==> src/hw/rtl/pfx_pkg.sv <==
// ----------------------------------------------------------------------------
// pfx_pkg
// Shared types and constants for the postfix expression evaluator.
// ----------------------------------------------------------------------------
package pfx_pkg;

   localparam int STACK_DEPTH_DEFAULT = 16;
   localparam int DATA_W              = 32;
   localparam int STATUS_W            = 3;
   localparam int CHAR_W              = 8;

   localparam logic [CHAR_W-1:0] CHAR_ZERO  = 8'd48;
   localparam logic [CHAR_W-1:0] CHAR_NINE  = 8'd57;
   localparam logic [CHAR_W-1:0] DIGIT_BASE = 8'd48;
   localparam logic [CHAR_W-1:0] CHAR_PLUS  = 8'd43;
   localparam logic [CHAR_W-1:0] CHAR_MINUS = 8'd45;
   localparam logic [CHAR_W-1:0] CHAR_STAR  = 8'd42;
   localparam logic [CHAR_W-1:0] CHAR_SLASH = 8'd47;

   localparam logic [STATUS_W-1:0] ST_OK        = 3'd0;
   localparam logic [STATUS_W-1:0] ST_UNDERFLOW = 3'd1;
   localparam logic [STATUS_W-1:0] ST_DIVZERO   = 3'd2;
   localparam logic [STATUS_W-1:0] ST_OVERFLOW  = 3'd3;
   localparam logic [STATUS_W-1:0] ST_EMPTY     = 3'd4;

   typedef struct packed {
      logic [CHAR_W-1:0] char_code;
      logic              end_of_expr;
   } req_type;

   typedef struct packed {
      logic signed [DATA_W-1:0] result_value;
      logic [STATUS_W-1:0]      status;
   } rsp_type;

   typedef enum logic [1:0] {
      ALU_ADD,
      ALU_SUB,
      ALU_MUL,
      ALU_DIV
   } alu_op_type;

   typedef struct packed {
      logic       start;
      alu_op_type op;
   } alu_req_type;

   typedef struct packed {
      logic              done;
      logic [DATA_W-1:0] result;
   } alu_rsp_type;

   typedef enum logic [1:0] {
      SEQ_IDLE,
      SEQ_READ,
      SEQ_WAIT,
      SEQ_FINISH
   } seq_state_type;

endpackage

==> src/hw/rtl/postfix_expression_evaluator.sv <==
// ----------------------------------------------------------------------------
// postfix_expression_evaluator
// Evaluates a postfix expression streamed one character per transaction.
// ----------------------------------------------------------------------------
// Digits push 0..9; + - * / pop two entries and push second-op-top with
// 32-bit wrapping arithmetic and division truncated toward zero; other
// characters are ignored. The transaction carrying end_of_expr yields one
// response with the top of stack and a status (ok, underflow, divide by
// zero, overflow, empty), after which the stack and status clear. A digit
// or ignored character is taken in the idle state; + - * pass through a
// stack read, the shared unit and a write back, and / also waits on the
// one-bit-per-cycle divider in the shared arithmetic unit. A final character
// then loads the response register in a finish state that waits while the
// response is stalled; req_stall is high while a transaction is in progress.
module postfix_expression_evaluator #(
   parameter int STACK_DEPTH = pfx_pkg::STACK_DEPTH_DEFAULT
) (
   input  logic             clock,
   input  logic             reset,
   input  logic             req_valid,
   output logic             req_stall,
   input  pfx_pkg::req_type req_data,
   output logic             rsp_valid,
   input  logic             rsp_stall,
   output pfx_pkg::rsp_type rsp_data
);

   localparam int IDX_W = $clog2(STACK_DEPTH);
   localparam int CNT_W = $clog2(STACK_DEPTH + 1);
   localparam int DW    = pfx_pkg::DATA_W;

   pfx_pkg::seq_state_type state_ff, state_in;
   logic [CNT_W-1:0]           count_ff,     count_in;
   logic [pfx_pkg::STATUS_W-1:0] status_ff,  status_in;
   logic [DW-1:0]              top_ff,       top_in;
   pfx_pkg::alu_op_type        op_ff,        op_in;
   logic                       last_ff,      last_in;
   logic                       rsp_valid_ff, rsp_valid_in;
   pfx_pkg::rsp_type           rsp_data_ff,  rsp_data_in;

   logic                 wr_en;
   logic [IDX_W-1:0]     wr_addr;
   logic [DW-1:0]        wr_data;
   logic [IDX_W-1:0]     second_addr;
   logic [CNT_W-1:0]     count_minus2;
   logic [DW-1:0]        second_data;
   logic [DW-1:0]        digit_value;
   logic                 is_digit;
   logic                 is_op;
   logic                 go_read;
   pfx_pkg::alu_op_type  op_decoded;
   pfx_pkg::alu_req_type alu_req;
   pfx_pkg::alu_rsp_type alu_rsp;

   assign count_minus2 = count_ff - CNT_W'(2);
   assign second_addr  = count_minus2[IDX_W-1:0];
   assign digit_value  = DW'(req_data.char_code - pfx_pkg::DIGIT_BASE);
   assign is_digit     = (req_data.char_code >= pfx_pkg::CHAR_ZERO) &&
                         (req_data.char_code <= pfx_pkg::CHAR_NINE);

   always_comb begin
      is_op      = 1'b1;
      op_decoded = pfx_pkg::ALU_ADD;
      case (req_data.char_code)
         pfx_pkg::CHAR_PLUS:  op_decoded = pfx_pkg::ALU_ADD;
         pfx_pkg::CHAR_MINUS: op_decoded = pfx_pkg::ALU_SUB;
         pfx_pkg::CHAR_STAR:  op_decoded = pfx_pkg::ALU_MUL;
         pfx_pkg::CHAR_SLASH: op_decoded = pfx_pkg::ALU_DIV;
         default:             is_op      = 1'b0;
      endcase
   end

   always_comb begin
      state_in      = state_ff;
      count_in      = count_ff;
      status_in     = status_ff;
      top_in        = top_ff;
      op_in         = op_ff;
      last_in       = last_ff;
      rsp_valid_in  = rsp_valid_ff && rsp_stall;
      rsp_data_in   = rsp_data_ff;
      wr_en         = 1'b0;
      wr_addr       = count_ff[IDX_W-1:0];
      wr_data       = digit_value;
      alu_req.start = 1'b0;
      alu_req.op    = op_ff;
      go_read       = 1'b0;
      req_stall     = (state_ff != pfx_pkg::SEQ_IDLE);

      unique case (state_ff)
         pfx_pkg::SEQ_IDLE: begin
            if (req_valid) begin
               last_in = req_data.end_of_expr;
               if (status_ff == pfx_pkg::ST_OK) begin
                  if (is_digit) begin
                     if (count_ff == CNT_W'(STACK_DEPTH)) begin
                        status_in = pfx_pkg::ST_OVERFLOW;
                     end else begin
                        wr_en    = 1'b1;
                        top_in   = digit_value;
                        count_in = count_ff + CNT_W'(1);
                     end
                  end else if (is_op) begin
                     if (count_ff < CNT_W'(2)) begin
                        status_in = pfx_pkg::ST_UNDERFLOW;
                     end else begin
                        op_in   = op_decoded;
                        go_read = 1'b1;
                     end
                  end
               end
               if (go_read) begin
                  state_in = pfx_pkg::SEQ_READ;
               end else if (req_data.end_of_expr) begin
                  state_in = pfx_pkg::SEQ_FINISH;
               end
            end
         end
         pfx_pkg::SEQ_READ: begin
            if (op_ff == pfx_pkg::ALU_DIV && top_ff == '0) begin
               status_in = pfx_pkg::ST_DIVZERO;
               state_in  = last_ff ? pfx_pkg::SEQ_FINISH : pfx_pkg::SEQ_IDLE;
            end else begin
               alu_req.start = 1'b1;
               state_in      = pfx_pkg::SEQ_WAIT;
            end
         end
         pfx_pkg::SEQ_WAIT: begin
            if (alu_rsp.done) begin
               wr_en    = 1'b1;
               wr_addr  = second_addr;
               wr_data  = alu_rsp.result;
               top_in   = alu_rsp.result;
               count_in = count_ff - CNT_W'(1);
               state_in = last_ff ? pfx_pkg::SEQ_FINISH : pfx_pkg::SEQ_IDLE;
            end
         end
         pfx_pkg::SEQ_FINISH: begin
            if (!rsp_valid_ff || !rsp_stall) begin
               rsp_valid_in = 1'b1;
               if (status_ff != pfx_pkg::ST_OK) begin
                  rsp_data_in.result_value = '0;
                  rsp_data_in.status       = status_ff;
               end else if (count_ff == '0) begin
                  rsp_data_in.result_value = '0;
                  rsp_data_in.status       = pfx_pkg::ST_EMPTY;
               end else begin
                  rsp_data_in.result_value = top_ff;
                  rsp_data_in.status       = pfx_pkg::ST_OK;
               end
               count_in  = '0;
               status_in = pfx_pkg::ST_OK;
               state_in  = pfx_pkg::SEQ_IDLE;
            end
         end
         default: begin
            state_in = pfx_pkg::SEQ_IDLE;
         end
      endcase
   end

   always_ff @(posedge clock) begin
      if (reset) begin
         state_ff     <= pfx_pkg::SEQ_IDLE;
         count_ff     <= '0;
         status_ff    <= pfx_pkg::ST_OK;
         rsp_valid_ff <= 1'b0;
      end else begin
         state_ff     <= state_in;
         count_ff     <= count_in;
         status_ff    <= status_in;
         rsp_valid_ff <= rsp_valid_in;
      end
   end

   always_ff @(posedge clock) begin
      top_ff      <= top_in;
      op_ff       <= op_in;
      last_ff     <= last_in;
      rsp_data_ff <= rsp_data_in;
   end

   pfx_stack #(
      .DEPTH (STACK_DEPTH),
      .IDX_W (IDX_W)
   ) u_stack (
      .clock   (clock),
      .wr_en   (wr_en),
      .wr_addr (wr_addr),
      .wr_data (wr_data),
      .rd_addr (second_addr),
      .rd_data (second_data)
   );

   pfx_alu u_alu (
      .clock   (clock),
      .reset   (reset),
      .alu_req (alu_req),
      .lhs     (second_data),
      .rhs     (top_ff),
      .alu_rsp (alu_rsp)
   );

   assign rsp_valid = rsp_valid_ff;
   assign rsp_data  = rsp_data_ff;

endmodule

==> src/hw/rtl/pfx_stack.sv <==
// ----------------------------------------------------------------------------
// pfx_stack
// Operand stack storage: one write port, one registered read port.
// ----------------------------------------------------------------------------
module pfx_stack #(
   parameter int DEPTH = pfx_pkg::STACK_DEPTH_DEFAULT,
   parameter int IDX_W = $clog2(DEPTH)
) (
   input  logic                      clock,
   input  logic                      wr_en,
   input  logic [IDX_W-1:0]          wr_addr,
   input  logic [pfx_pkg::DATA_W-1:0] wr_data,
   input  logic [IDX_W-1:0]          rd_addr,
   output logic [pfx_pkg::DATA_W-1:0] rd_data
);

   logic [pfx_pkg::DATA_W-1:0] mem [DEPTH];
   logic [pfx_pkg::DATA_W-1:0] rd_data_ff;

   always_ff @(posedge clock) begin
      if (wr_en) begin
         mem[wr_addr] <= wr_data;
      end
   end

   always_ff @(posedge clock) begin
      rd_data_ff <= mem[rd_addr];
   end

   assign rd_data = rd_data_ff;

endmodule

==> src/hw/rtl/pfx_alu.sv <==
// ----------------------------------------------------------------------------
// pfx_alu
// Shared arithmetic unit: registered add, subtract and multiply, and a
// radix-2 restoring divider that truncates toward zero.
// ----------------------------------------------------------------------------
module pfx_alu (
   input  logic                       clock,
   input  logic                       reset,
   input  pfx_pkg::alu_req_type       alu_req,
   input  logic [pfx_pkg::DATA_W-1:0] lhs,
   input  logic [pfx_pkg::DATA_W-1:0] rhs,
   output pfx_pkg::alu_rsp_type       alu_rsp
);

   localparam int DW    = pfx_pkg::DATA_W;
   localparam int CNT_W = $clog2(DW);

   logic             busy_ff,   busy_in;
   logic             done_ff,   done_in;
   logic [CNT_W-1:0] iter_ff,   iter_in;
   logic [DW-1:0]    rem_ff,    rem_in;
   logic [DW-1:0]    quo_ff,    quo_in;
   logic [DW-1:0]    den_ff,    den_in;
   logic             neg_ff,    neg_in;
   logic [DW-1:0]    result_ff, result_in;

   logic [DW:0]   shifted;
   logic [DW:0]   diff;
   logic [DW-1:0] quo_next;
   logic [DW-1:0] lhs_mag;
   logic [DW-1:0] rhs_mag;

   always_comb begin
      busy_in   = busy_ff;
      done_in   = 1'b0;
      iter_in   = iter_ff;
      rem_in    = rem_ff;
      quo_in    = quo_ff;
      den_in    = den_ff;
      neg_in    = neg_ff;
      result_in = result_ff;

      lhs_mag  = lhs[DW-1] ? (DW'(0) - lhs) : lhs;
      rhs_mag  = rhs[DW-1] ? (DW'(0) - rhs) : rhs;
      shifted  = {rem_ff, quo_ff[DW-1]};
      diff     = shifted - {1'b0, den_ff};
      quo_next = {quo_ff[DW-2:0], ~diff[DW]};

      if (busy_ff) begin
         rem_in  = diff[DW] ? shifted[DW-1:0] : diff[DW-1:0];
         quo_in  = quo_next;
         iter_in = iter_ff - CNT_W'(1);
         if (iter_ff == '0) begin
            busy_in   = 1'b0;
            done_in   = 1'b1;
            result_in = neg_ff ? (DW'(0) - quo_next) : quo_next;
         end
      end else if (alu_req.start) begin
         unique case (alu_req.op)
            pfx_pkg::ALU_ADD: begin
               result_in = lhs + rhs;
               done_in   = 1'b1;
            end
            pfx_pkg::ALU_SUB: begin
               result_in = lhs - rhs;
               done_in   = 1'b1;
            end
            pfx_pkg::ALU_MUL: begin
               result_in = DW'(lhs * rhs);
               done_in   = 1'b1;
            end
            pfx_pkg::ALU_DIV: begin
               busy_in = 1'b1;
               iter_in = CNT_W'(DW - 1);
               rem_in  = '0;
               quo_in  = lhs_mag;
               den_in  = rhs_mag;
               neg_in  = lhs[DW-1] ^ rhs[DW-1];
            end
            default: begin
               done_in = 1'b0;
            end
         endcase
      end
   end

   always_ff @(posedge clock) begin
      if (reset) begin
         busy_ff <= 1'b0;
         done_ff <= 1'b0;
      end else begin
         busy_ff <= busy_in;
         done_ff <= done_in;
      end
   end

   always_ff @(posedge clock) begin
      iter_ff   <= iter_in;
      rem_ff    <= rem_in;
      quo_ff    <= quo_in;
      den_ff    <= den_in;
      neg_ff    <= neg_in;
      result_ff <= result_in;
   end

   assign alu_rsp.done   = done_ff;
   assign alu_rsp.result = result_ff;

endmodule

==> config.mk <==
export PLATFORM = sky130hd
export DESIGN_NAME = postfix_expression_evaluator
export DESIGN_NICKNAME = d
export VERILOG_FILES = /design/src/hw/rtl/pfx_pkg.sv /design/src/hw/rtl/postfix_expression_evaluator.sv /design/src/hw/rtl/pfx_stack.sv /design/src/hw/rtl/pfx_alu.sv
export SDC_FILE = /design/constraint.sdc
export NUM_CORES = 2
export LEC_CHECK = 0
export BUFFER_PORTS_ARGS = -buffer_cell sky130_fd_sc_hd__buf_2
export CAP_MARGIN = 20
export CORE_MARGIN = 3
export CORE_UTILIZATION = 53
export DETAILED_ROUTE_END_ITERATION = 8
export PLACE_DENSITY_LB_ADDON = 0.15
export SYNTH_ARGS = -nofsm -noshare
export SYNTH_HDL_FRONTEND = slang
export SYNTH_SLANG_ARGS = --single-unit
export TNS_END_PERCENT = 20
==> constraint.sdc <==
create_clock -name clock -period 8.4 [get_ports clock]
set_input_delay 1.68 -clock clock [delete_from_list [all_inputs] [get_ports clock]]
set_output_delay 1.68 -clock clock [all_outputs]
set_load 0.1 [all_outputs]
==> impl_metrics.py <==
metrics = {
    "timing": {
        "period_share_pct": 95.8,
        "setup_viol": 0,
        "hold_viol": 0,
        "fin_crit_ps": 8050,
        "relSlewSlack_pct": 28.2,
        "rsz0062_at_grt": "no",
        "fmax_mhz": 124,
        "worst_pin_slew_ps": 1080,
        "tns_ps": 0,
        "drv_slew": 0,
        "layout_setup_ws_ps": 354,
        "fin_skew_ps": 37.1,
    },
    "cells_and_area": {
        "stdcell_count": 5472,
        "n_fill_cell": 7564,
        "layout-drive-gt1-share_pct": 12.5,
        "syn_to_final_growth_pct": 9.57,
        "stdcell_area_um2": 55500,
        "layout.nets": 4771,
    },
    "setup_path": {
        "path_class": "reg -> reg",
        "rrSetupSlack_ps": 350,
        "cp-end-kind": "flop",
        "critical-path-max-stage-delay_ps": 1060,
        "crit_buf_inv": 2,
        "reg2regPathDepth": 21,
        "worst_path_most_repeated_cell": "fa_1",
        "critPathTopFamily": "adder cells",
        "critPathMaxFanout": 19,
        "start_kind": "flop",
        "reg2reg_from": "top_ff[15]",
        "crit_required_ps": 8900,
        "r2r_end": "u_alu.result_ff[28]",
        "crit_slowest_cell": "edfxtp_1",
        "path_cells": "and2_1 > fa_1 > fa_1 > inv_1 > fa_1 > inv_1 > fa_1 > fa_1 > fa_1 > fa_1 > fa_1 > ha_1 > a21o_1 > a21o_1 > or4_1 > o21a_1 > a211oi_2 > xor2_1 > o21ai_0 > a21oi_1 > a21oi_1",
        "cp.arrival_ps": 8550,
    },
    "drt": {
        "met2_length_mm": 64.2,
        "ant_nets": 0,
        "dr.first_iter.drc_count": 3432,
        "dr.pass1.iters": 6,
        "highest_layer": "met5",
        "wl_met1_mm": 57.7,
        "met3WireLength_mm": 10.3,
        "vias_per_cell": 5.88,
        "wl_mm": 138,
        "num_vias": 32188,
        "drc": 0,
        "routedWlPerCell_um": 25.2,
    },
    "clocking": {
        "cts.clk_slew.worst_paths_ps": 60,
        "hold_buffers": 0,
        "numCtsBuffers": 81,
        "cts.sinks": 760,
        "cts_tree": "yes",
        "root_buffer": "clkbuf_16",
        "clk_latency_ps": 680,
        "cts_max_path_buffers": 3,
        "htreeDepth": 3,
        "postCtsSetupBuffers": 0,
        "post_cts_resized": 0,
    },
    "synthesis": {
        "yosysUniqueCellTypes": 80,
        "synth_area_leaders": "edfxtp_1 (42%), fa_1 (16%), mux4_2 (7.1%), ha_1 (4.9%), and2_1 (4.3%)",
        "synth_edf_count": 716,
        "synth-main-ff-cell": "edfxtp_1",
        "syn-num-nets": 4744,
        "synth.most_common_cell": "edfxtp_1",
        "synth_top_cell_area_share_pct": 42.4,
        "seq_area_frac_synth_pct": 44.2,
        "ys_ff_latch": 760,
        "syn_area_um2": 50700,
        "async_flop_share_pct": 0,
        "ys_top_cells_by_count": "edfxtp_1 (716), inv_1 (440), fa_1 (411)",
        "synthCells": 4123,
        "postSynthAreaPerCell_um2": 12.3,
        "yosysWarnings": 0,
        "yosysTopAreaCell": "edfxtp_1",
    },
    "min_path": {
        "hold_path_depth": 1,
        "hold_end": "top_ff[25]",
        "holdCritPathClass": "reg -> reg",
        "hold_start": "u_alu.result_ff[25]",
    },
    "grt": {
        "gr-total-overflow": 0,
        "antenna_found_initial": 5,
        "grt_pass1_vias": 32904,
        "grt_pass1_wl_mm": 210,
        "grt_max_degree": 94,
        "grt_usage_pct": 28.5,
    },
    "placement": {
        "dp_cells": 5319,
        "portBuffers": 49,
        "placed_cell_area_um2": 52800,
        "place_congestion": 0.936,
        "pre_cts_slack_ps": 448,
        "hpwl_mm": 97.0,
    },
    "floorplanning": {
        "num_io_pins": 50,
        "row_count": 112,
        "initial_core_util_pct": 53.9,
        "die_w_um": 315,
        "core_um2": 94000,
        "die_h_um": 315,
        "fp.dieArea_um2": 99400,
    },
    "flow_run": {
        "max_cap_violations": 0,
    },
    "run_status": {
        "status": "completed",
    },
}
==> placed cells by master, fill, tap and decap left out, types with 24 or more instances in the layout <==
master,Yosys,final
edfxtp_1,716,716
inv_1,440,440
fa_1,411,411
nand2_1,395,394
and2_1,348,348
ha_1,197,196
mux4_2,160,160
xnor2_1,158,158
a21oi_1,144,143
nor2_1,161,142
buf_4,0,135
o21ai_0,108,108
xor2_1,101,100
a21o_1,97,97
clkbuf_16,0,83
buf_2,3,49
dfxtp_1,44,41
nor3_1,36,35
a211oi_1,33,33
nand2b_1,27,26
o31ai_1,26,26
or3_1,24,24
==> routing by layer <==
layer	global-route usage [%]	up-vias
met3	5.09	272
li1	-	14208
met1	40.1	16432
met5	0	-
met2	44.8	1272
met4	10.4	4
==> cells by family (layout without fill, tap and decap cells) <==
logic type      after synthesis  count (layout)  synth area share (%)
xor+xnor                    259             259                  4.48
mux                         179             179                  7.50
buf+inv                     682             775                  5.07
other cells                   0               2                     0
flops                       760             760                  44.2
compound gates              529             529                  6.72
simple gates               1106            1106                  11.0
fa+ha+maj                   608             608                  21.1
==> how the worst max path moves through the flow <==
stage | depth (start not counted) | from | slack, ps | to
after floorplan | 24 | top_ff[5] | 1090 | u_alu.result_ff[29]
after global placement | 21 | top_ff[15] | 450 | u_alu.result_ff[28]
after detailed placement | 21 | top_ff[15] | 450 | u_alu.result_ff[28]
after CTS | 21 | top_ff[15] | 380 | u_alu.result_ff[28]
after global routing | 21 | top_ff[15] | 70 | u_alu.result_ff[28]
final | 21 | top_ff[15] | 350 | u_alu.result_ff[28]
==> flip-flops by register name, indices dropped and copies added (netlist names) <==
signal and count:
top_ff 32, u_alu.iter_ff 5, rsp_data 35, u_alu.neg_ff 1
status_ff 2, u_stack.mem 512, u_alu.busy_ff 1, count_ff 5
rsp_valid 1, op_ff 2, u_alu.den_ff 32, u_alu.result_ff 32
u_alu.rem_ff 32, u_alu.quo_ff 32, u_alu.done_ff 1, last_ff 1
state_ff 2, u_stack.rd_data 32
==> metrics by stage <==
step / utilization (%) / hold slack, ps
finish: 59.1 / 578
floorplan: - / 485
global route: 59.1 / 598
global placement: 56.1 / 560
CTS: 59.0 / 574
detailed placement: 56.2 / 559
==> layout make-up <==
class                   instances  area, µm²  area share [%]
diodes                          2       5.00         0.00901
clock buffers                 101       2190            3.95
clock inverters                48        479           0.863
inverters                     440       1650            2.97
multi-input cells            2681      25900            46.7
flip-flops and latches        760      22400            40.3
well taps                    1254       1570            2.83
repair buffers                186       1310            2.35
Power is not shown: default switching activity piles up to over one toggle a cycle in this logic, so the estimate is an artifact.
